## src/rtl/ira_pkg.sv

```systemverilog
// Shared types and constants for the IQ rotate / average / autogain block.
// No dependencies; used by every module under rtl/.
package ira_pkg;

  // Channel lanes carried by one sweep point
  localparam int NumLanes = 4;

  // Sample and rotation widths
  localparam int SmpW  = 16;
  localparam int RotW  = 32;
  localparam int ProdW = SmpW + RotW;
  localparam int FracW = 31;
  localparam int PowW  = 32;
  localparam int SumW  = SmpW + 3;

  // Rounding bias for the 2^31 scale-down: 2^30
  localparam logic [ProdW-1:0] RotRound = ProdW'(64'h4000_0000);

  // Channel id of the four-channel mean word
  localparam logic [2:0] MeanId = 3'd4;

  // Autogain thresholds and gain range
  localparam logic [SmpW-1:0] GainUpThreshold    = 16'd6100;
  localparam logic [SmpW-1:0] MinGainUpThreshold = GainUpThreshold >> 6;
  localparam logic [2:0]      MaxGain            = 3'd7;
  localparam logic [2:0]      MinGain            = 3'd0;

  // Configuration port
  localparam int CfgIdxW  = 2;
  localparam int CfgDataW = 8;
  localparam logic [CfgIdxW-1:0] CfgAutogainOn  = 2'd0;
  localparam logic [CfgIdxW-1:0] CfgCurrentGain = 2'd1;

  typedef logic signed [SmpW-1:0] smp_t;
  typedef logic signed [RotW-1:0] rot_t;
  typedef logic        [SmpW-1:0] mag_t;
  typedef logic        [PowW-1:0] pow_t;

  // Per-stage load enables of the point pipeline
  typedef struct packed {
    logic s1;
    logic s2;
    logic s3;
    logic s4;
    logic s5;
  } en_t;

  // End-of-sweep flags that ride with the mean word
  typedef struct packed {
    logic       last;
    logic       gain_write;
    logic [2:0] new_gain;
  } side_t;

endpackage

```

## src/rtl/ira_merge.sv

```systemverilog
// Merge stage: sweep peak tracking, autogain proposal and four-channel mean.
// Depends on ira_pkg; fed by the ira_rotate lanes.
module ira_merge (
  input  logic                  clk_i,
  input  logic                  rst_ni,
  input  ira_pkg::en_t          en_i,
  input  logic                  peak_upd_i,
  input  logic                  last_i,
  input  logic                  ovf_i,
  input  ira_pkg::mag_t         mag_i [ira_pkg::NumLanes],
  input  ira_pkg::smp_t         i2_i  [ira_pkg::NumLanes],
  input  ira_pkg::smp_t         q2_i  [ira_pkg::NumLanes],
  input  logic                  agc_on_i,
  input  logic [2:0]            gain_i,
  output ira_pkg::smp_t         mean_i_o,
  output ira_pkg::smp_t         mean_q_o,
  output ira_pkg::side_t        side_o
);

  logic last1_q, ovf1_q, last2_q, ovf2_q;
  ira_pkg::mag_t peak_q, peak_d, pk2_q, m01, m23, m03;
  logic signed [ira_pkg::SumW-1:0] isum, qsum;
  logic signed [ira_pkg::SumW-3:0] mi, mq;
  ira_pkg::smp_t mi_q, mq_q;
  ira_pkg::side_t side_d, side3_q, side4_q, side5_q;

  // Stage 1: sweep flags
  always_ff @(posedge clk_i) begin
    if (en_i.s1) begin
      last1_q <= last_i;
      ovf1_q  <= ovf_i;
    end
  end

  // Peak over lanes and the running sweep peak
  assign m01    = (mag_i[0] > mag_i[1]) ? mag_i[0] : mag_i[1];
  assign m23    = (mag_i[2] > mag_i[3]) ? mag_i[2] : mag_i[3];
  assign m03    = (m01 > m23) ? m01 : m23;
  assign peak_d = (m03 > peak_q) ? m03 : peak_q;

  always_ff @(posedge clk_i or negedge rst_ni) begin
    if (!rst_ni) begin
      peak_q <= '0;
    end else if (peak_upd_i) begin
      peak_q <= last1_q ? '0 : peak_d;
    end
  end

  // Stage 2: peak seen up to and including this point
  always_ff @(posedge clk_i) begin
    if (en_i.s2) begin
      pk2_q   <= peak_d;
      last2_q <= last1_q;
      ovf2_q  <= ovf1_q;
    end
  end

  // Gain proposal at sweep end
  always_comb begin
    side_d            = '0;
    side_d.last       = last2_q;
    if (last2_q && agc_on_i) begin
      if (ovf2_q) begin
        if (gain_i != ira_pkg::MaxGain) begin
          side_d.gain_write = 1'b1;
          side_d.new_gain   = gain_i + 3'd1;
        end
      end else if (gain_i != ira_pkg::MaxGain && pk2_q < ira_pkg::GainUpThreshold) begin
        if (gain_i != ira_pkg::MinGain) begin
          side_d.gain_write = 1'b1;
          side_d.new_gain   = gain_i - 3'd1;
        end
      end else if (gain_i == ira_pkg::MaxGain && pk2_q < ira_pkg::MinGainUpThreshold) begin
        side_d.gain_write = 1'b1;
        side_d.new_gain   = gain_i - 3'd1;
      end
    end
  end

  // Mean: (sum + 2) / 4, truncated toward zero
  always_comb begin
    isum = ira_pkg::SumW'(2);
    qsum = ira_pkg::SumW'(2);
    for (int k = 0; k < ira_pkg::NumLanes; k++) begin
      isum = isum + ira_pkg::SumW'(i2_i[k]);
      qsum = qsum + ira_pkg::SumW'(q2_i[k]);
    end
    mi = isum[ira_pkg::SumW-1:2] + ((isum[ira_pkg::SumW-1] && isum[1:0] != 2'b00) ? 1 : 0);
    mq = qsum[ira_pkg::SumW-1:2] + ((qsum[ira_pkg::SumW-1] && qsum[1:0] != 2'b00) ? 1 : 0);
  end

  // Stage 3: mean and proposal
  always_ff @(posedge clk_i) begin
    if (en_i.s3) begin
      mi_q    <= mi[ira_pkg::SmpW-1:0];
      mq_q    <= mq[ira_pkg::SmpW-1:0];
      side3_q <= side_d;
    end
  end

  // Stages 4 and 5: flags follow the power units
  always_ff @(posedge clk_i) begin
    if (en_i.s4) begin
      side4_q <= side3_q;
    end
    if (en_i.s5) begin
      side5_q <= side4_q;
    end
  end

  assign mean_i_o = mi_q;
  assign mean_q_o = mq_q;
  assign side_o   = side5_q;

endmodule

```

## config.mk

```make
export PLATFORM = sky130hd
export DESIGN_NAME = ira_merge
export DESIGN_NICKNAME = d
export VERILOG_FILES = /design/src/rtl/ira_pkg.sv /design/src/rtl/ira_merge.sv
export SDC_FILE = /design/constraint.sdc
export NUM_CORES = 1
export LEC_CHECK = 0
export ABC_AREA = 1
export BUFFER_PORTS_ARGS = -buffer_cell sky130_fd_sc_hd__buf_2
export CAP_MARGIN = 20
export CORE_MARGIN = 8
export CORE_UTILIZATION = 45
export CTS_CLUSTER_DIAMETER = 150
export DETAILED_ROUTE_END_ITERATION = 16
export GPL_ROUTABILITY_DRIVEN = 0
export GPL_TIMING_DRIVEN = 0
export PLACE_DENSITY = 0.72
export SLEW_MARGIN = 20
export SYNTH_ARGS = -nofsm -noshare
export SYNTH_HDL_FRONTEND = slang
export SYNTH_SLANG_ARGS = --single-unit
```

## constraint.sdc

```tcl
create_clock -name clk_i -period 2.35 [get_ports clk_i]
set_input_delay 0.235 -clock clk_i [delete_from_list [all_inputs] [get_ports clk_i]]
set_output_delay 0.235 -clock clk_i [all_outputs]
set_load 0.03 [all_outputs]
```

==> flow_metrics.py, run 1 <==
metrics = {
    "outcome": {
        "status": "complete, but fails checks",
        "violations": "negative setup slack",
    },
    "clock_network": {
        "cts_tree": "done",
        "clk_latency_ns": 0.33,
        "numCtsBuffers": 9,
        "cts_root_buf": "clkbuf_16",
        "cts.htree.levels": 3,
        "clk_path_buf_depth": 2,
        "cts_sinks": 83,
        "path_clk_slew_ns": 0.06,
    },
    "sta": {
        "rsz0062_at_grt": "yes",
        "maxSlewViolCount": 0,
        "relSlewSlack_pct": 45.5,
        "hold_viol_final": 0,
        "setup_viol": 64,
        "finalClockSkew_ns": 0.00753,
        "finalCriticalPeriod_ns": 4.56,
        "worst_slew_pin_slew_ns": 0.818,
        "fmax_ghz": 0.219,
        "hold_slack_ns": 0.0755,
        "setup_ws_ns": -2.21,
        "fin_crit_sh_pct": 194,
    },
    "logic_synthesis": {
        "synth_area_leaders": "edfxtp_1, nand2_1, ha_1, fa_1, inv_1",
        "yosysWarnings": 0,
        "post-synth-top-area-cell": "edfxtp_1",
        "synth_flop_cell": "edfxtp_1",
        "ys_ff_latch": 83,
        "synthesis.area_um2": 9860,
        "ys_types": 40,
        "synth_nets": 1715,
        "ys_top_cells_by_count": "nand2_1, inv_1, nand3_1",
        "synth_most_common_cell": "nand2_1",
        "synth_top_area_share_pct": 20.4,
        "synth_edf_count": 67,
        "avgSynthCellArea_um2": 7.40,
        "yosysSeqAreaShare_pct": 24.5,
        "async_flop_share_pct": 19.3,
        "postSynthCellCount": 1332,
    },
    "power": {
        "power_frac_comb_pct": 74.4,
        "peakVddDrop_mv": 0.573,
        "power_density_nw_per_um2": 1010,
        "p_leak_nw": 7.53,
        "clkPwrFrac_pct": 8.2,
        "p_int_mw": 7.82,
        "seqPwrFrac_pct": 17.4,
        "swShare_pct": 49.1,
        "p_sw_mw": 7.54,
    },
    "final_layout": {
        "nNetsFinal": 2081,
        "fin_util_pct": 70.3,
        "drive_gt1_share_pct": 44.7,
        "n_antenna_cell": 0,
        "area_growth_pct": 54.6,
        "final-instance-count-excl-fill": 1983,
        "fillers": 1558,
    },
    "worst_setup_path": {
        "crit_path_frequent_cell": "nand2_1",
        "slowest_stage": "ha_1",
        "crit_cells": 38,
        "cp_max_fo": 7,
        "r2r_end": "pk2_q[12]",
        "cp.buffers_inverters": 8,
        "cp_top_family": "simple AND/OR/NAND/NOR gates",
        "crit_path_end_kind": "flop",
        "r2r_start": "peak_q[1]",
        "critPathMaxStageDelay_ns": 0.30,
        "cp.required_ns": 2.44,
        "r2r_slack_ns": 0.06,
        "path_class": "input port to flop",
        "reg2reg_depth": 15,
        "cp-start-kind": "input port",
        "arrival_ns": 4.65,
    },
    "global_route": {
        "busiest_layer": "met2",
        "overflow": 0,
        "gr-usage-met1_pct": 25.1,
        "grtUsageMet2_pct": 36.1,
        "antenna_found_initial": 0,
        "grt_pass1_vias": 10300,
        "met3_usage_pct": 3.66,
        "grt.total_usage_pct": 20.8,
        "grt_first_pass_wirelength_um": 46500,
        "grt_max_degree": 38,
    },
    "routing": {
        "dr.pass1.iters": 8,
        "avgViaCountPerCell": 5.46,
        "routed_wl_um": 34200,
        "drt_iter0_markers": 685,
        "drcViolationCount": 0,
        "wl_per_cell_um": 17.2,
        "via_count": 10800,
        "ant_nets": 0,
    },
    "place": {
        "dp_cells": 1854,
        "port_buffers": 242,
        "dp_hpwl_um": 21900,
    },
    "floorplan": {
        "fp-row-count": 54,
        "ios": 243,
        "start_util_pct": 45.5,
        "die_h_um": 164,
        "die_area_um2": 26900,
        "core_area_um2": 21700,
        "fp.dieW_um": 164,
    },
    "min_path": {
        "worstHoldPathType": "input port to flop",
        "whs_endpoint": "ovf1_q",
        "whs_path_depth": 1,
        "min_from": "ovf_i",
    },
    "job": {
        "maxCapViolations": 0,
    },
}
-- area by class of cell --
type / count / area [um^2] / area share [%]
sequential: 83 / 2410 / 15.8
inverter: 230 / 908 / 5.96
timing repair buffer: 354 / 2350 / 15.4
multi-input combinational: 1008 / 8810 / 57.8
clock inverter: 7 / 43.8 / 0.287
tap: 280 / 350 / 2.30
clock buffer: 9 / 225 / 1.48
buffer: 12 / 141 / 0.927
-- power groups by stage --
stage / registers, mW / logic [mW] / clock network (mW)
after floorplan: 3.18 / 5.31 / 0
final: 2.67 / 11.4 / 1.26
after global placement: 2.67 / 7.54 / 0
after CTS: 2.66 / 9.28 / 1.28
after detailed placement: 2.69 / 7.73 / 0
after global routing: 2.72 / 12.4 / 1.35
-- routing by layer --
metal,wire [um],up-vias
li1,-,5065
met1,12700,5057
met2,17300,534
met3,2370,165
met4,1820,0
met5,0,-
-- logic make-up after synthesis --
group | Yosys count | share of synthesized area, %
buffers and inverters | 242 | 9.32
AND/OR/NAND/NOR | 698 | 30.7
XOR/XNOR | 19 | 1.95
flip-flops | 83 | 24.5
adder cells (fa/ha/maj) | 177 | 27.5
AO/OA/AOI/OAI | 113 | 6.04
-- worst reg2reg max path, stage by stage (launching register included) --
cell,delay (ns)
dfrtp_1,0.36
inv_1,0.06
ha_1,0.28
inv_1,0.07
nor2_1,0.13
nor2_1,0.07
o21ai_1,0.16
nand2_1,0.07
nand2_1,0.06
nand2_1,0.08
nand2_2,0.09
nand2_4,0.10
inv_8,0.11
buf_8,0.13
nand3_1,0.12
and2_1,0.17
-- worst max path at each step --
stage / startpoint / endpoint / slack, ns
after floorplan: mag_i[11] / pk2_q[11] / -1.67
after global placement: mag_i[11] / pk2_q[6] / -2.60
after detailed placement: mag_i[11] / pk2_q[8] / -2.61
after CTS: mag_i[47] / pk2_q[0] / -1.78
after global routing: mag_i[1] / pk2_q[12] / -2.44
final: mag_i[1] / pk2_q[12] / -2.21
-- through the flow --
stage	total power [mW]	setup TNS (ns)	cell area (um^2)	setup WS [ns]
global route	16.5	-118.23	15200	-2.44
floorplan	8.48	-84.88	10300	-1.67
finish	15.4	-106.58	15200	-2.21
global placement	10.2	-128.26	11800	-2.60
CTS	13.2	-89.82	13600	-1.78
detailed placement	10.4	-130.88	11800	-2.61
-- cell usage in the layout (no fill, tap or decap), types with 16 or more instances in the layout --
cell      synthesis  routed
nor2_4            0      16
a21oi_2           1      24
dfrtp_1          16      16
inv_1           227     180
a21oi_1          63      36
buf_4             1      74
nand2_4           0      54
ha_4              0      46
nand2_1         384     283
inv_2             2      37
edfxtp_1         67      67
o21ai_0          36      25
nand3_4           0      31
nand2_2           8      51
buf_6             0      50
fa_1             66      64
nand4_1          30      30
nor2_1           81      60
nand3_1         158      67
ha_1            111      61
buf_2             5     226
nand3_2           3      63
-- timing repair --
| action | CTS | global route |
|---|---|---|
| endpoints found under the hold margin | 16 | 0 |
| hold buffers | 1 | 0 |
| cloned | 6 | 1 |
| pin swaps | 73 | 105 |
| gates resized for setup | 206 | 297 |
| setup buffers | 78 | 38 |
| setup endpoints to repair | 64 | 64 |
-- registers in the layout, indices dropped and copies added, names as in the netlist --
register	flops
last2_q	1
ovf1_q	1
last1_q	1
mean_q_o	16
pk2_q	16
side_o	5
ovf2_q	1
side4_q	5
side3_q	5
peak_q	16
mean_i_o	16
Power figures use the tool's default switching activity.
==> inputs of run 2 (changes only) <==
--- a/config.mk
+++ b/config.mk
@@ -14,7 +14,8 @@
 export DETAILED_ROUTE_END_ITERATION = 16
 export GPL_ROUTABILITY_DRIVEN = 0
 export GPL_TIMING_DRIVEN = 0
-export PLACE_DENSITY = 0.72
+export PLACE_DENSITY = 0.69
+export SKIP_LAST_GASP = 1
 export SLEW_MARGIN = 20
 export SYNTH_ARGS = -nofsm -noshare
 export SYNTH_HDL_FRONTEND = slang
==> flow_metrics.py, run 2 (synthesis gave the netlist of run 1 again) <==
metrics = {
    "outcome": {
        "status": "complete, but fails checks",
        "violations": "negative setup slack",
    },
    "routing": {
        "wl_per_cell_um": 15.9,
        "dr.pass1.iters": 6,
        "drcViolationCount": 0,
        "drt_iter0_markers": 558,
        "ant_nets": 0,
        "via_count": 10200,
        "avgViaCountPerCell": 5.27,
        "routed_wl_um": 30700,
    },
    "final_layout": {
        "postLayoutCellArea_um2": 14500,
        "area_growth_pct": 46.6,
        "n_antenna_cell": 0,
        "nNetsFinal": 2033,
        "drive_gt1_share_pct": 39.6,
        "final-instance-count-excl-fill": 1935,
        "final_common_cell": "nand2_1",
        "mostFrequentLayoutCells": "nand2_1, buf_2, inv_1, nand3_1",
    },
    "global_route": {
        "antenna_found_initial": 0,
        "grt_first_pass_wirelength_um": 42400,
        "grt.total_usage_pct": 19.0,
        "grt_max_degree": 38,
        "overflow": 0,
        "grt_pass1_vias": 9331,
    },
    "worst_setup_path": {
        "slowest_stage": "ha_1",
        "cp-start-kind": "input port",
        "crit_cells": 33,
        "cp.required_ns": 2.44,
        "reg2reg_depth": 13,
        "cp_top_family": "simple AND/OR/NAND/NOR gates",
        "cp_max_fo": 5,
        "cp.buffers_inverters": 8,
        "path_class": "input port to flop",
        "crit_path_end_kind": "flop",
        "arrival_ns": 4.71,
        "critPathMaxStageDelay_ns": 0.33,
    },
    "clock_network": {
        "clk_path_buf_depth": 2,
        "numCtsBuffers": 9,
        "cts_sinks": 83,
        "cts_root_buf": "clkbuf_16",
        "path_clk_slew_ns": 0.06,
        "cts_tree": "done",
        "clk_latency_ns": 0.34,
        "cts.htree.levels": 3,
    },
    "floorplan": {
        "core_area_um2": 21700,
        "die_area_um2": 26900,
        "fp-row-count": 54,
        "ios": 243,
        "start_util_pct": 45.5,
        "die_h_um": 164,
        "fp.dieW_um": 164,
    },
    "power": {
        "p_leak_nw": 7.14,
        "peakVddDrop_mv": 0.512,
        "power_density_nw_per_um2": 1000,
    },
    "min_path": {
        "worstHoldPathType": "input port to flop",
        "whs_path_depth": 1,
    },
    "sta": {
        "maxSlewViolCount": 0,
        "finalClockSkew_ns": 0.00927,
        "setup_ws_ns": -2.27,
        "hold_slack_ns": 0.0744,
        "relSlewSlack_pct": 41.5,
        "fmax_ghz": 0.216,
        "worst_slew_pin_slew_ns": 0.878,
        "hold_viol_final": 0,
        "setup_viol": 64,
        "fin_crit_sh_pct": 197,
        "rsz0062_at_grt": "yes",
        "finalCriticalPeriod_ns": 4.62,
    },
    "job": {
        "maxCapViolations": 0,
    },
    "place": {
        "dp_hpwl_um": 22100,
        "placed_area_um2": 11800,
        "port_buffers": 242,
        "dp_cells": 1854,
    },
}
-- run 2: cell types whose count changed in the layout (fill, tap and decap cells not counted), moves of 7 or more --
cell     change
buf_2       +12
a21oi_2      -7
a21oi_1      +9
nand3_2     -23
buf_4       -40
buf_6       -20
nand2_4     -22
nand2_2     +15
nand3_1     +20
-- run 2: report_power, final --
part	internal, mW	leakage [nW]	switching, mW
combinational	4.12	6.13	6.24
sequential	2.44	0.869	0.229
clock	0.931	0.143	0.533
-- run 2: path summary, 6_finish.rpt --
path                       startpoint         end  slack (ns)
setup / recovery            mag_i[26]    pk2_q[1]       -2.27
hold / removal                 last_i     last1_q        0.07
setup reg to reg           peak_q[14]    pk2_q[1]        0.14
hold reg to reg            side3_q[0]  side4_q[0]        0.41
max in group asynchronous      rst_ni  peak_q[13]        1.68
min in group asynchronous      rst_ni   peak_q[1]        0.36
-- run 2: cell type report --
class	count	area, um^2
buffer	12	148
clock buffer	12	236
clock inverter	4	75.1
fill	1722	7230
inverter	230	898
multi-input combinational	1007	8420
sequential	83	2410
tap	280	350
timing repair buffer	307	1920
-- run 2: per-layer routing --
| layer | track usage (%) | up-vias | part of all wire, % |
|---|---|---|---|
| met1 | 24.2 | 4756 | 39 |
| met2 | 33.8 | 385 | 51 |
| met4 | 3.72 | 0 | 3.6 |
| li1 | - | 4971 | - |
| met3 | 2.73 | 94 | 5.8 |
| met5 | 0 | - | 0 |
-- run 2: metrics by stage --
step	setup slack [ns]	setup TNS (ns)	power [mW]	utilization [%]
after floorplan	-1.67	-84.88	8.48	-
after global placement	-2.58	-128.09	10.2	54.5
after detailed placement	-2.66	-132.22	10.4	54.5
after CTS	-1.86	-96.84	12.4	58.1
after global routing	-2.49	-120.97	15.7	66.6
final	-2.27	-109.06	14.5	66.6
-- run 2: worst reg2reg max path: cells and delay by family (launching register included) --
kind / cells / cell delay, ns
DFF: 1 / 0.35
buffers and inverters: 4 / 0.40
adders and majority gates: 1 / 0.33
and+or+nand+nor: 8 / 0.89
-- run 2: repair_timing --
action,4_1_cts,5_1_grt
pin swaps,17,102
setup endpoints to repair,64,64
gates resized for setup,57,328
buffers inserted,21,38
hold buffers,1,0
cloned,3,2
hold endpoints to repair,16,0
