===== src/rtl/ira_pkg.sv =====
// Shared types and constants for the IQ rotate / average / autogain block.
// No dependencies; used by every module under rtl/.
package ira_pkg;

  // Channel lanes carried by one sweep point
  localparam int NumLanes = 4;

  // Sample and rotation widths
  localparam int SmpW  = 16;
  localparam int RotW  = 32;
  localparam int ProdW = SmpW + RotW;
  localparam int FracW = 31;
  localparam int PowW  = 32;
  localparam int SumW  = SmpW + 3;

  // Rounding bias for the 2^31 scale-down: 2^30
  localparam logic [ProdW-1:0] RotRound = ProdW'(64'h4000_0000);

  // Channel id of the four-channel mean word
  localparam logic [2:0] MeanId = 3'd4;

  // Autogain thresholds and gain range
  localparam logic [SmpW-1:0] GainUpThreshold    = 16'd6100;
  localparam logic [SmpW-1:0] MinGainUpThreshold = GainUpThreshold >> 6;
  localparam logic [2:0]      MaxGain            = 3'd7;
  localparam logic [2:0]      MinGain            = 3'd0;

  // Configuration port
  localparam int CfgIdxW  = 2;
  localparam int CfgDataW = 8;
  localparam logic [CfgIdxW-1:0] CfgAutogainOn  = 2'd0;
  localparam logic [CfgIdxW-1:0] CfgCurrentGain = 2'd1;

  typedef logic signed [SmpW-1:0] smp_t;
  typedef logic signed [RotW-1:0] rot_t;
  typedef logic        [SmpW-1:0] mag_t;
  typedef logic        [PowW-1:0] pow_t;

  // Per-stage load enables of the point pipeline
  typedef struct packed {
    logic s1;
    logic s2;
    logic s3;
    logic s4;
    logic s5;
  } en_t;

  // End-of-sweep flags that ride with the mean word
  typedef struct packed {
    logic       last;
    logic       gain_write;
    logic [2:0] new_gain;
  } side_t;

endpackage


===== src/rtl/ira_power.sv =====
// Power unit: squares I and Q, then sums them, over two registered stages.
// Depends on ira_pkg.
module ira_power (
  input  logic          clk_i,
  input  ira_pkg::en_t  en_i,
  input  ira_pkg::smp_t i_i,
  input  ira_pkg::smp_t q_i,
  output ira_pkg::smp_t i_o,
  output ira_pkg::smp_t q_o,
  output ira_pkg::pow_t power_o
);

  logic signed [2*ira_pkg::SmpW-1:0] pi, pq;
  logic [2*ira_pkg::SmpW-2:0] sqi_q, sqq_q;
  ira_pkg::smp_t i4_q, q4_q, i5_q, q5_q;
  ira_pkg::pow_t pow_q;

  assign pi = i_i * i_i;
  assign pq = q_i * q_i;

  // Stage 4: squares (never negative, top bit dropped)
  always_ff @(posedge clk_i) begin
    if (en_i.s4) begin
      sqi_q <= pi[2*ira_pkg::SmpW-2:0];
      sqq_q <= pq[2*ira_pkg::SmpW-2:0];
      i4_q  <= i_i;
      q4_q  <= q_i;
    end
  end

  // Stage 5: sum of squares
  always_ff @(posedge clk_i) begin
    if (en_i.s5) begin
      pow_q <= {1'b0, sqi_q} + {1'b0, sqq_q};
      i5_q  <= i4_q;
      q5_q  <= q4_q;
    end
  end

  assign i_o     = i5_q;
  assign q_o     = q5_q;
  assign power_o = pow_q;

endmodule


===== config.mk =====
export PLATFORM = sky130hd
export DESIGN_NAME = ira_power
export DESIGN_NICKNAME = d
export VERILOG_FILES = /design/src/rtl/ira_pkg.sv /design/src/rtl/ira_power.sv
export SDC_FILE = /design/constraint.sdc
export NUM_CORES = 1
export LEC_CHECK = 0
export BUFFER_PORTS_ARGS = -buffer_cell sky130_fd_sc_hd__buf_2
export CELL_PAD_IN_SITES_DETAIL_PLACEMENT = 0
export CELL_PAD_IN_SITES_GLOBAL_PLACEMENT = 1
export CORE_MARGIN = 3
export CORE_UTILIZATION = 45
export CTS_BUF_LIST = sky130_fd_sc_hd__clkbuf_8
export CTS_CLUSTER_DIAMETER = 40
export CTS_CLUSTER_SIZE = 12
export DETAILED_ROUTE_END_ITERATION = 10
export GPL_ROUTABILITY_DRIVEN = 0
export PLACE_DENSITY = 0.75
export SETUP_SLACK_MARGIN = 0.02
export SYNTH_ARGS = -nofsm -noshare
export SYNTH_HDL_FRONTEND = slang
export SYNTH_SLANG_ARGS = --single-unit

===== constraint.sdc =====
create_clock -name clk_i -period 7.6 [get_ports clk_i]
set_input_delay 0 -clock clk_i [delete_from_list [all_inputs] [get_ports clk_i]]
set_output_delay 0 -clock clk_i [all_outputs]
set_load 0.005 [all_outputs]

==> impl_metrics.tcl, run 1 <==
set metrics [dict create \
    grt_pass1_wl_mm 80.8 \
    synth_compound_area_share_pct 5.18 \
    seq_area_frac_synth_pct 20.0 \
    fin_skew_ns 0.0335 \
    wire_per_inst_um 15.8 \
    critical_path_required_ns 7.91 \
    vias_per_cell 4.95 \
    setup_violations 0 \
    clockBufferDepth 2 \
    nets 3036 \
    crit_fanout 13 \
    hold_viol_final 0 \
    num_rows 82 \
    dr.pass1.iters 5 \
    rsz0062_at_grt "false" \
    cp-end-kind "register" \
    fmax_mhz 155 \
    io_pins 102 \
    relSlewSlack_pct 27.5 \
    grt.total_usage_pct 19.0 \
    synth_top_family_by_area "adder cells" \
    synth_mux_area_share_pct 0.141 \
    worstPathArrival_ns 6.75 \
    antenna_found_initial 1 \
    numCtsBuffers 17 \
    placed_cells 2960 \
    syn_nets 2928 \
    ys_async_sr_fraction_pct 0 \
    routed_wl_mm 47.7 \
    grt_max_degree 76 \
    syn_area_per_cell_um2 10.4 \
    placed_cell_area_um2 24300 \
    status "finished, final reports clean" \
    synth-seq-cells 154 \
    synth-main-ff-cell "edfxtp_1" \
    clk_pin_slew_ns 0.13 \
    fin_tns_setup_ns 0 \
    via_count 15000 \
    clock_latency_ns 0.52 \
    synthSimpleGateAreaFrac_pct 8.50 \
    die_h_um 233 \
    numPortBuffers 98 \
    drt_first_iter_violations 718 \
    synth_edf_count 154 \
    synthCells 2232 \
    synth_xor_area_share_pct 4.25 \
    synth.distinct_cells 58 \
    die-area_um2 54100 \
    ant_nets 0 \
    worstSetupPathType "in -> reg" \
    drive_gt1_share_pct 6.50 \
    maxSlewViolCount 0 \
    syn_area_um2 23100 \
    cts_setup_buffers 0 \
    dp_hpwl_mm 37.9 \
    worstSetupStartpointType "primary input" \
    cts_tree "yes" \
    fin_cells 3026 \
    worst_slew_pin_slew_ns 1.09 \
    core-area_um2 50500 \
    cts.sinks 154 \
    cap_violations 0 \
    die_w_um 233 \
    final_cell_area_um2 25100 \
    fin_crit_ns 6.44 \
    drc 0 \
    h-tree-depth 4 \
    yosys_warnings 0 \
    gr-total-overflow 0 \
    grt_pass1_vias 16500 \
    area_growth_pct 8.47 \
    post-route-period-util_pct 84.7 \
    clk_root_buffer_cell "clkbuf_8" \
    hold_class "in -> reg" \
    synth_fa_ha_area_share_pct 50.5 \
    start_util_pct 45.8 \
    fillers 4680 \
]
sequential cells by signal, summed over array words and instances, names as in the netlist:
register	count
i_o	16
q4_q	15
i4_q	15
power_o	32
q_o	16
sqi_q	30
sqq_q	30
layer usage:
metal	vias up	global-route usage, %	wire length, µm
li1	6930	-	-
met1	7732	25.4	20800
met2	269	32.8	24400
met3	52	2.34	1590
met4	0	5.10	948
met5	-	0	0
final cells by class:
cell class	count	area, µm²	area share [%]
inverter	656	2460	9.83
antenna	1	2.50	0.00999
clock inverter	15	204	0.814
clock buffer	17	234	0.934
tap	672	841	3.35
multi-input combinational	1378	15900	63.3
sequential	154	4620	18.5
timing repair buffer	133	841	3.35
path summary, 6_finish.rpt:
kind                               start     endpoint  slack [ns]  cells after the start
worst min register to register   q4_q[7]       q_o[7]        0.43                      0
worst max-delay path              i_i[3]    sqi_q[29]        1.16                     21
worst min-delay path             en_i[0]       q_o[4]        0.17                      1
worst max register to register  sqi_q[3]  power_o[31]        4.50                     10
through the flow:
| stage | util (%) | worst slack (ns) | hold slack (ns) |
|---|---|---|---|
| finish | 49.6 | 1.16 | 0.167 |
| global route | 49.6 | 0.796 | 0.173 |
| CTS | 49.6 | 1.22 | 0.125 |
| detailed placement | 48.1 | 1.20 | 0.394 |
| global placement | 48.1 | 1.29 | 0.393 |
| floorplan | - | 1.89 | 0.0989 |
cells by family after synthesis:
kind of cell,Yosys count
buffers and inverters,700
adders and majority gates,658
DFF,154
xor gates and xnor gates,112
muxes,3
AOI/OAI and AO/OA,180
and+or+nand+nor,425
critical path: stages:
cell and delay, ns:
dlygate4sd3_1 0.53, buf_2 0.32, inv_1 0.28, nor2_1 0.29, ha_1 0.31, xor2_1 0.20
fa_1 0.55, inv_1 0.05, fa_1 0.49, fa_1 0.52, fa_1 0.49, inv_1 0.05
fa_1 0.53, inv_1 0.06, ha_1 0.38, nand4_1 0.15, o21ai_0 0.25, o41ai_2 0.13
a211oi_1 0.51, o221ai_1 0.32, o311ai_1 0.34
cells in the mapped netlist (all sizes together), types with 8 or more instances:
library cell | count | area share [%]
nand3 | 14 | 0.30
fa | 459 | 40
nor2 | 105 | 1.7
a21o | 25 | 0.81
nand2 | 167 | 2.7
nor2b | 14 | 0.38
and2 | 73 | 2.0
clkbuf | 43 | 0.70
xor2 | 30 | 1.1
a21oi | 68 | 1.5
xnor2 | 82 | 3.1
o21ai | 23 | 0.50
a31oi | 8 | 0.24
nand2b | 8 | 0.22
o21bai | 9 | 0.29
ha | 199 | 11
edfxtp | 154 | 20
inv | 654 | 11
and3 | 14 | 0.38
o21a | 8 | 0.26
nor3 | 9 | 0.19
what timing repair did:
item / in CTS / in global routing
endpoints found under the setup margin: 0 / 0
hold buffers: 33 / 0
endpoints found under the hold margin: 48 / 0
resized for setup: 0 / 0
cells in the final DEF, fill, tap and decap left out, drive strengths merged, types with 3 or more instances in the layout:
master	netlist	layout
buf	1	100
dlygate4sd3	0	33
xor2	30	30
clkbuf	43	17
o21bai	9	9
o21ai	23	23
nor3	9	9
nand2	167	167
clkinv	2	6
a21oi	68	68
xnor2	82	82
o21a	8	8
a21o	25	25
nand3	14	14
nand2b	8	8
and3	14	14
a31oi	8	8
a211oi	7	7
a31o	7	7
or2	5	5
nor2	105	105
ha	199	199
fa	459	459
inv	654	661
o211ai	3	3
nand4	6	6
nor2b	14	14
and2	73	73
bufinv	0	3
edfxtp	154	154
Power of run 1 is left out: the tool's default activity adds up to more than one toggle a clock period on the data nets, which glitch-free logic cannot reach.
==> run 2, diff against run 1 <==
clock period = 6.3 ns   (was 7.6 ns; I/O delays follow)
==> run 2 against run 1 <==
  * Via count rose by 0.91%
  * Worst setup slack got worse by 0.93 ns
  * Register-to-register slack got worse by 1.2 ns
  * Die area did not move
  * First-iteration DRC count rose by 12%
  * Sequential share of layout area fell by 0.13 points
  * Sequential cell count did not move
  * Global-route usage rose by 0.069 points
  * Non-clock buffer count rose by 29
  * Clock skew fell by 0.012 ns
  * Design area rose by 0.69%
  * Critical path depth rose by 4
==> impl_metrics.tcl, run 2 (synthesis gave the netlist of run 1 again) <==
set metrics [dict create \
    cts.sinks 154 \
    vias_per_cell 4.95 \
    numCtsBuffers 17 \
    nets 3065 \
    clk_root_buffer_cell "clkbuf_8" \
    worstSetupStartpointType "primary input" \
    hold_viol_final 0 \
    io_pins 102 \
    drt_first_iter_violations 802 \
    final_common_cell "inv_1" \
    grt_pass1_vias 16800 \
    grt.total_usage_pct 19.1 \
    ff2ff_setup_slack_ns 3.28 \
    fin_crit_ns 6.07 \
    fillers 4718 \
    via_count 15100 \
    maxSlewViolCount 0 \
    grt_pass1_wl_mm 81.3 \
    seq_area_um2 4620 \
    clk_pin_slew_ns 0.10 \
    core-area_um2 50500 \
    hold_class "in -> reg" \
    worstSetupPathType "in -> reg" \
    cp-end-kind "register" \
    antenna_found_initial 1 \
    post-route-period-util_pct 96.4 \
    relSlewSlack_pct 26.0 \
    grt_max_degree 76 \
    start_util_pct 45.8 \
    cp-endpoint "sqq_q[27]" \
    rsz0062_at_grt "false" \
    critical_path_required_ns 6.55 \
    dp_hpwl_mm 39.1 \
    clock_latency_ns 0.51 \
    die_w_um 233 \
    final_cell_mix "655 x inv_1, 458 x fa_1, 198 x ha_1" \
    worstReg2RegStart "sqi_q[3]" \
    multi_input_area_um2 15900 \
    drive_gt1_share_pct 8.27 \
    ant_nets 0 \
    setup_violations 0 \
    rr_endpoint "power_o[31]" \
    num_rows 82 \
    gr-total-overflow 0 \
    status "finished, final reports clean" \
    hp-start "i_i[15]" \
    routed_wl_mm 47.5 \
    worst_slew_pin_slew_ns 1.11 \
    clockBufferDepth 2 \
    fin_tns_setup_ns 0 \
    wire_per_inst_um 15.5 \
    drc 0 \
    crit_path_start "q_i[3]" \
    numPortBuffers 98 \
    worst_r2r_path_depth 10 \
    area_growth_pct 9.22 \
    die-area_um2 54100 \
    cts_tree "yes" \
    worstPathArrival_ns 6.32 \
    h-tree-depth 4 \
    cap_violations 0 \
    die_h_um 233 \
    largest_register_ffs 32 \
    fmax_mhz 165 \
    crit_fanout 15 \
    fin_skew_ns 0.0211 \
    dr.pass1.iters 6 \
]
run 2: cell types whose count changed in the layout (fill, tap and decap cells not counted), sizes merged:
cell	previous run	this run
clkinvlp	1	5
clkbuf	17	21
bufinv	3	0
buf	100	132
clkinv	6	5
dlygate4sd3	33	26
run 2: worst min-delay path by stage:
stage	end	slack (ns)	cells after the start
after CTS	sqq_q[2]	0.0007	2
after detailed placement	q4_q[12]	0.24	1
after global placement	q4_q[12]	0.23	1
after global routing	i4_q[15]	0.02	2
final	i4_q[15]	0.04	2
after floorplan	i4_q[10]	0.1	0
run 2: worst max-delay path: stages:
cell and delay, ns:
dlygate4sd3_1 0.53, buf_2 0.13, buf_4 0.20, nand2_1 0.13, inv_1 0.07, fa_1 0.54
inv_1 0.06, fa_1 0.49, fa_1 0.51, inv_1 0.05, fa_1 0.52, fa_1 0.50
inv_1 0.05, fa_1 0.47, inv_1 0.04, ha_1 0.33, and3_1 0.25, nand2_1 0.14
o21ai_0 0.12, o211ai_1 0.30, nand4_1 0.20, and4_1 0.26, a21oi_2 0.13, nor2b_1 0.19
xnor2_1 0.08
run 2: layout make-up:
class | count | area share (%)
inverters | 656 | 9.77
diodes | 1 | 0.00992
multi-input cells | 1378 | 62.9
flip-flops and latches | 154 | 18.3
repair buffers | 162 | 4.22
clock inverters | 15 | 0.466
well taps | 672 | 3.33
clock buffers | 17 | 0.927
run 2: metal layers:
metal | wire length, µm | GRT usage, % | up-vias
li1 | - | - | 6978
met1 | 20000 | 24.7 | 7818
met2 | 24900 | 34.0 | 264
met3 | 1670 | 2.39 | 59
met4 | 896 | 4.72 | 0
met5 | 0 | 0 | -
run 2: timing repair:
action | CTS | global route
resized for setup | 0 | 22
hold buffers | 26 | 0
endpoints found under the hold margin | 42 | 0
setup endpoints to repair | 0 | 9
setup buffers | 0 | 3
run 2: through the flow:
stage / hold WS, ns / utilization, % / instance area, µm² / worst slack, ns / instances
final: 0.0443 / 50.0 / 25200 / 0.229 / 3055
after global routing: 0.0205 / 50.0 / 25200 / 0.0101 / 3055
after floorplan: 0.0989 / - / 23100 / 0.585 / 2232
after detailed placement: 0.240 / 48.6 / 24500 / 0.119 / 2993
after global placement: 0.233 / 48.6 / 24500 / 0.217 / 2993
after CTS: 0.000716 / 49.8 / 25200 / 0.132 / 3051
Power of run 2 is left out for the same reason.
==> run 3, diff against run 2 <==
CORE_MARGIN = 4   (was 3)
REMOVE_ABC_BUFFERS = 1   (was unset)
==> run 3 against run 2 <==
  * Sequential share of layout area down 0.11 points
  * Die area up 1.7%
  * Global-route usage down 0.28 points
  * Critical path type unchanged
  * Utilization up 0.30 points
==> impl_metrics.tcl, run 3 (synthesis gave the netlist of run 1 again) <==
set metrics [dict create \
    status "finished, final reports clean" \
    cp_slowest_stage_delay_ns 0.54 \
    vias_per_cell 4.95 \
    die_h_um 235 \
    wl_met2_mm 24.7 \
    drt_first_iter_violations 823 \
    cts.sinks 154 \
    antenna_found_initial 2 \
    crit_fanout 10 \
    fmax_mhz 167 \
    cts_tree "yes" \
    fin_tns_setup_ns 0 \
    grt.total_usage_pct 18.8 \
    worstSetupPathType "in -> reg" \
    die_w_um 235 \
    wl_met1_mm 20.8 \
    area_growth_pct 9.89 \
    drive_gt1_share_pct 8.53 \
    io_pins 102 \
    core-area_um2 50500 \
    cap_violations 0 \
    gr-total-overflow 0 \
    maxSlewViolCount 0 \
    die-area_um2 55000 \
    drc 0 \
    clk_root_buffer_cell "clkbuf_8" \
    worstPathCellList "dlygate4sd3_1 > buf_2 > and2_1 > fa_1 > inv_1 > fa_1 > fa_1 > inv_1 > fa_1 > fa_1 > inv_1 > fa_1 > inv_1 > ha_1 > a21o_1 > a21o_1 > a221oi_2 > nand3_1 > a31o_1 > a211oi_2 > o41ai_2 > a21oi_1 > xnor2_1" \
    grt_max_degree 75 \
    worstPathArrival_ns 6.30 \
    largest_register_ffs 32 \
    hold_class "in -> reg" \
    num_rows 82 \
    dr.pass1.iters 5 \
    highest_layer "met5" \
    post-route-period-util_pct 95.3 \
    fin_skew_ns 0.0254 \
    fin_crit_ns 6.00 \
    final_cell_mix "652 x inv_1, 458 x fa_1, 198 x ha_1" \
    critical_path_required_ns 6.60 \
    clock_latency_ns 0.54 \
    hold_viol_final 0 \
    dp_hpwl_mm 39.6 \
    nets 3075 \
    cp-end-kind "register" \
    ant_nets 0 \
    wire_per_inst_um 15.7 \
    relSlewSlack_pct 28.3 \
    worstSetupStartpointType "primary input" \
    numCtsBuffers 17 \
    setup_violations 0 \
    clk_pin_slew_ns 0.11 \
    h-tree-depth 4 \
    rsz0062_at_grt "false" \
    worst_slew_pin_slew_ns 1.08 \
    clockBufferDepth 2 \
    numPortBuffers 98 \
    met3RoutedLength_mm 1.68 \
    grt_pass1_wl_mm 80.7 \
    worst_path_max_delay_cell "fa_1" \
    grt_pass1_vias 16600 \
    routed_wl_mm 48.0 \
    final_common_cell "inv_1" \
    crit_top_cell "fa_1" \
    via_count 15200 \
    start_util_pct 45.8 \
]
==> run 3: per-layer routing <==
metal | vias up | track usage (%)
met5 | - | 0
met4 | 2 | 4.71
met3 | 52 | 2.58
met2 | 226 | 32.7
met1 | 7889 | 24.9
li1 | 7002 | -
==> run 3: final cells by class <==
type | instances | area [µm²]
diodes | 1 | 2.50
well taps | 672 | 841
clock buffers | 17 | 234
repair buffers | 172 | 1140
inverters | 656 | 2470
flip-flops and latches | 154 | 4620
multi-input cells | 1378 | 15900
fillers | 4688 | 25100
clock inverters | 15 | 188
==> run 3: critical path, delay by kind of cell <==
kind	cells	cell delay, ns
compound gates	7	1.52
xor+xnor	1	0.08
fa+ha+maj	7	3.31
buf+inv	6	0.96
simple gates	2	0.41
==> run 3: repair_timing <==
item | in CTS | in global routing
hold buffers | 31 | 0
setup buffers | 0 | 5
endpoints found under the setup margin | 0 | 7
endpoints found under the hold margin | 47 | 0
gates resized for setup | 0 | 20
==> run 3: path summary, 6_finish.rpt <==
path	start	end	slack, ns	cells past startpoint
max	i_i[7]	sqi_q[30]	0.30	23
min reg2reg	q4_q[7]	q_o[7]	0.42	0
max reg2reg	sqi_q[3]	power_o[31]	3.25	10
min	i_i[5]	i4_q[5]	0.07	2
==> run 3: metrics by stage <==
stage                     util (%)  cell area [µm²]  setup WS, ns  hold WS (ns)  instances
after floorplan                  -            22900         0.733        0.0989       2188
after CTS                     50.1            25300         0.247        0.0137       3059
after detailed placement      48.7            24600         0.158         0.387       2996
final                         50.3            25400         0.296        0.0741       3065
after global routing          50.3            25400       0.00715        0.0498       3065
after global placement        48.7            24600         0.239         0.390       2996
Power of run 3 is left out for the same reason.
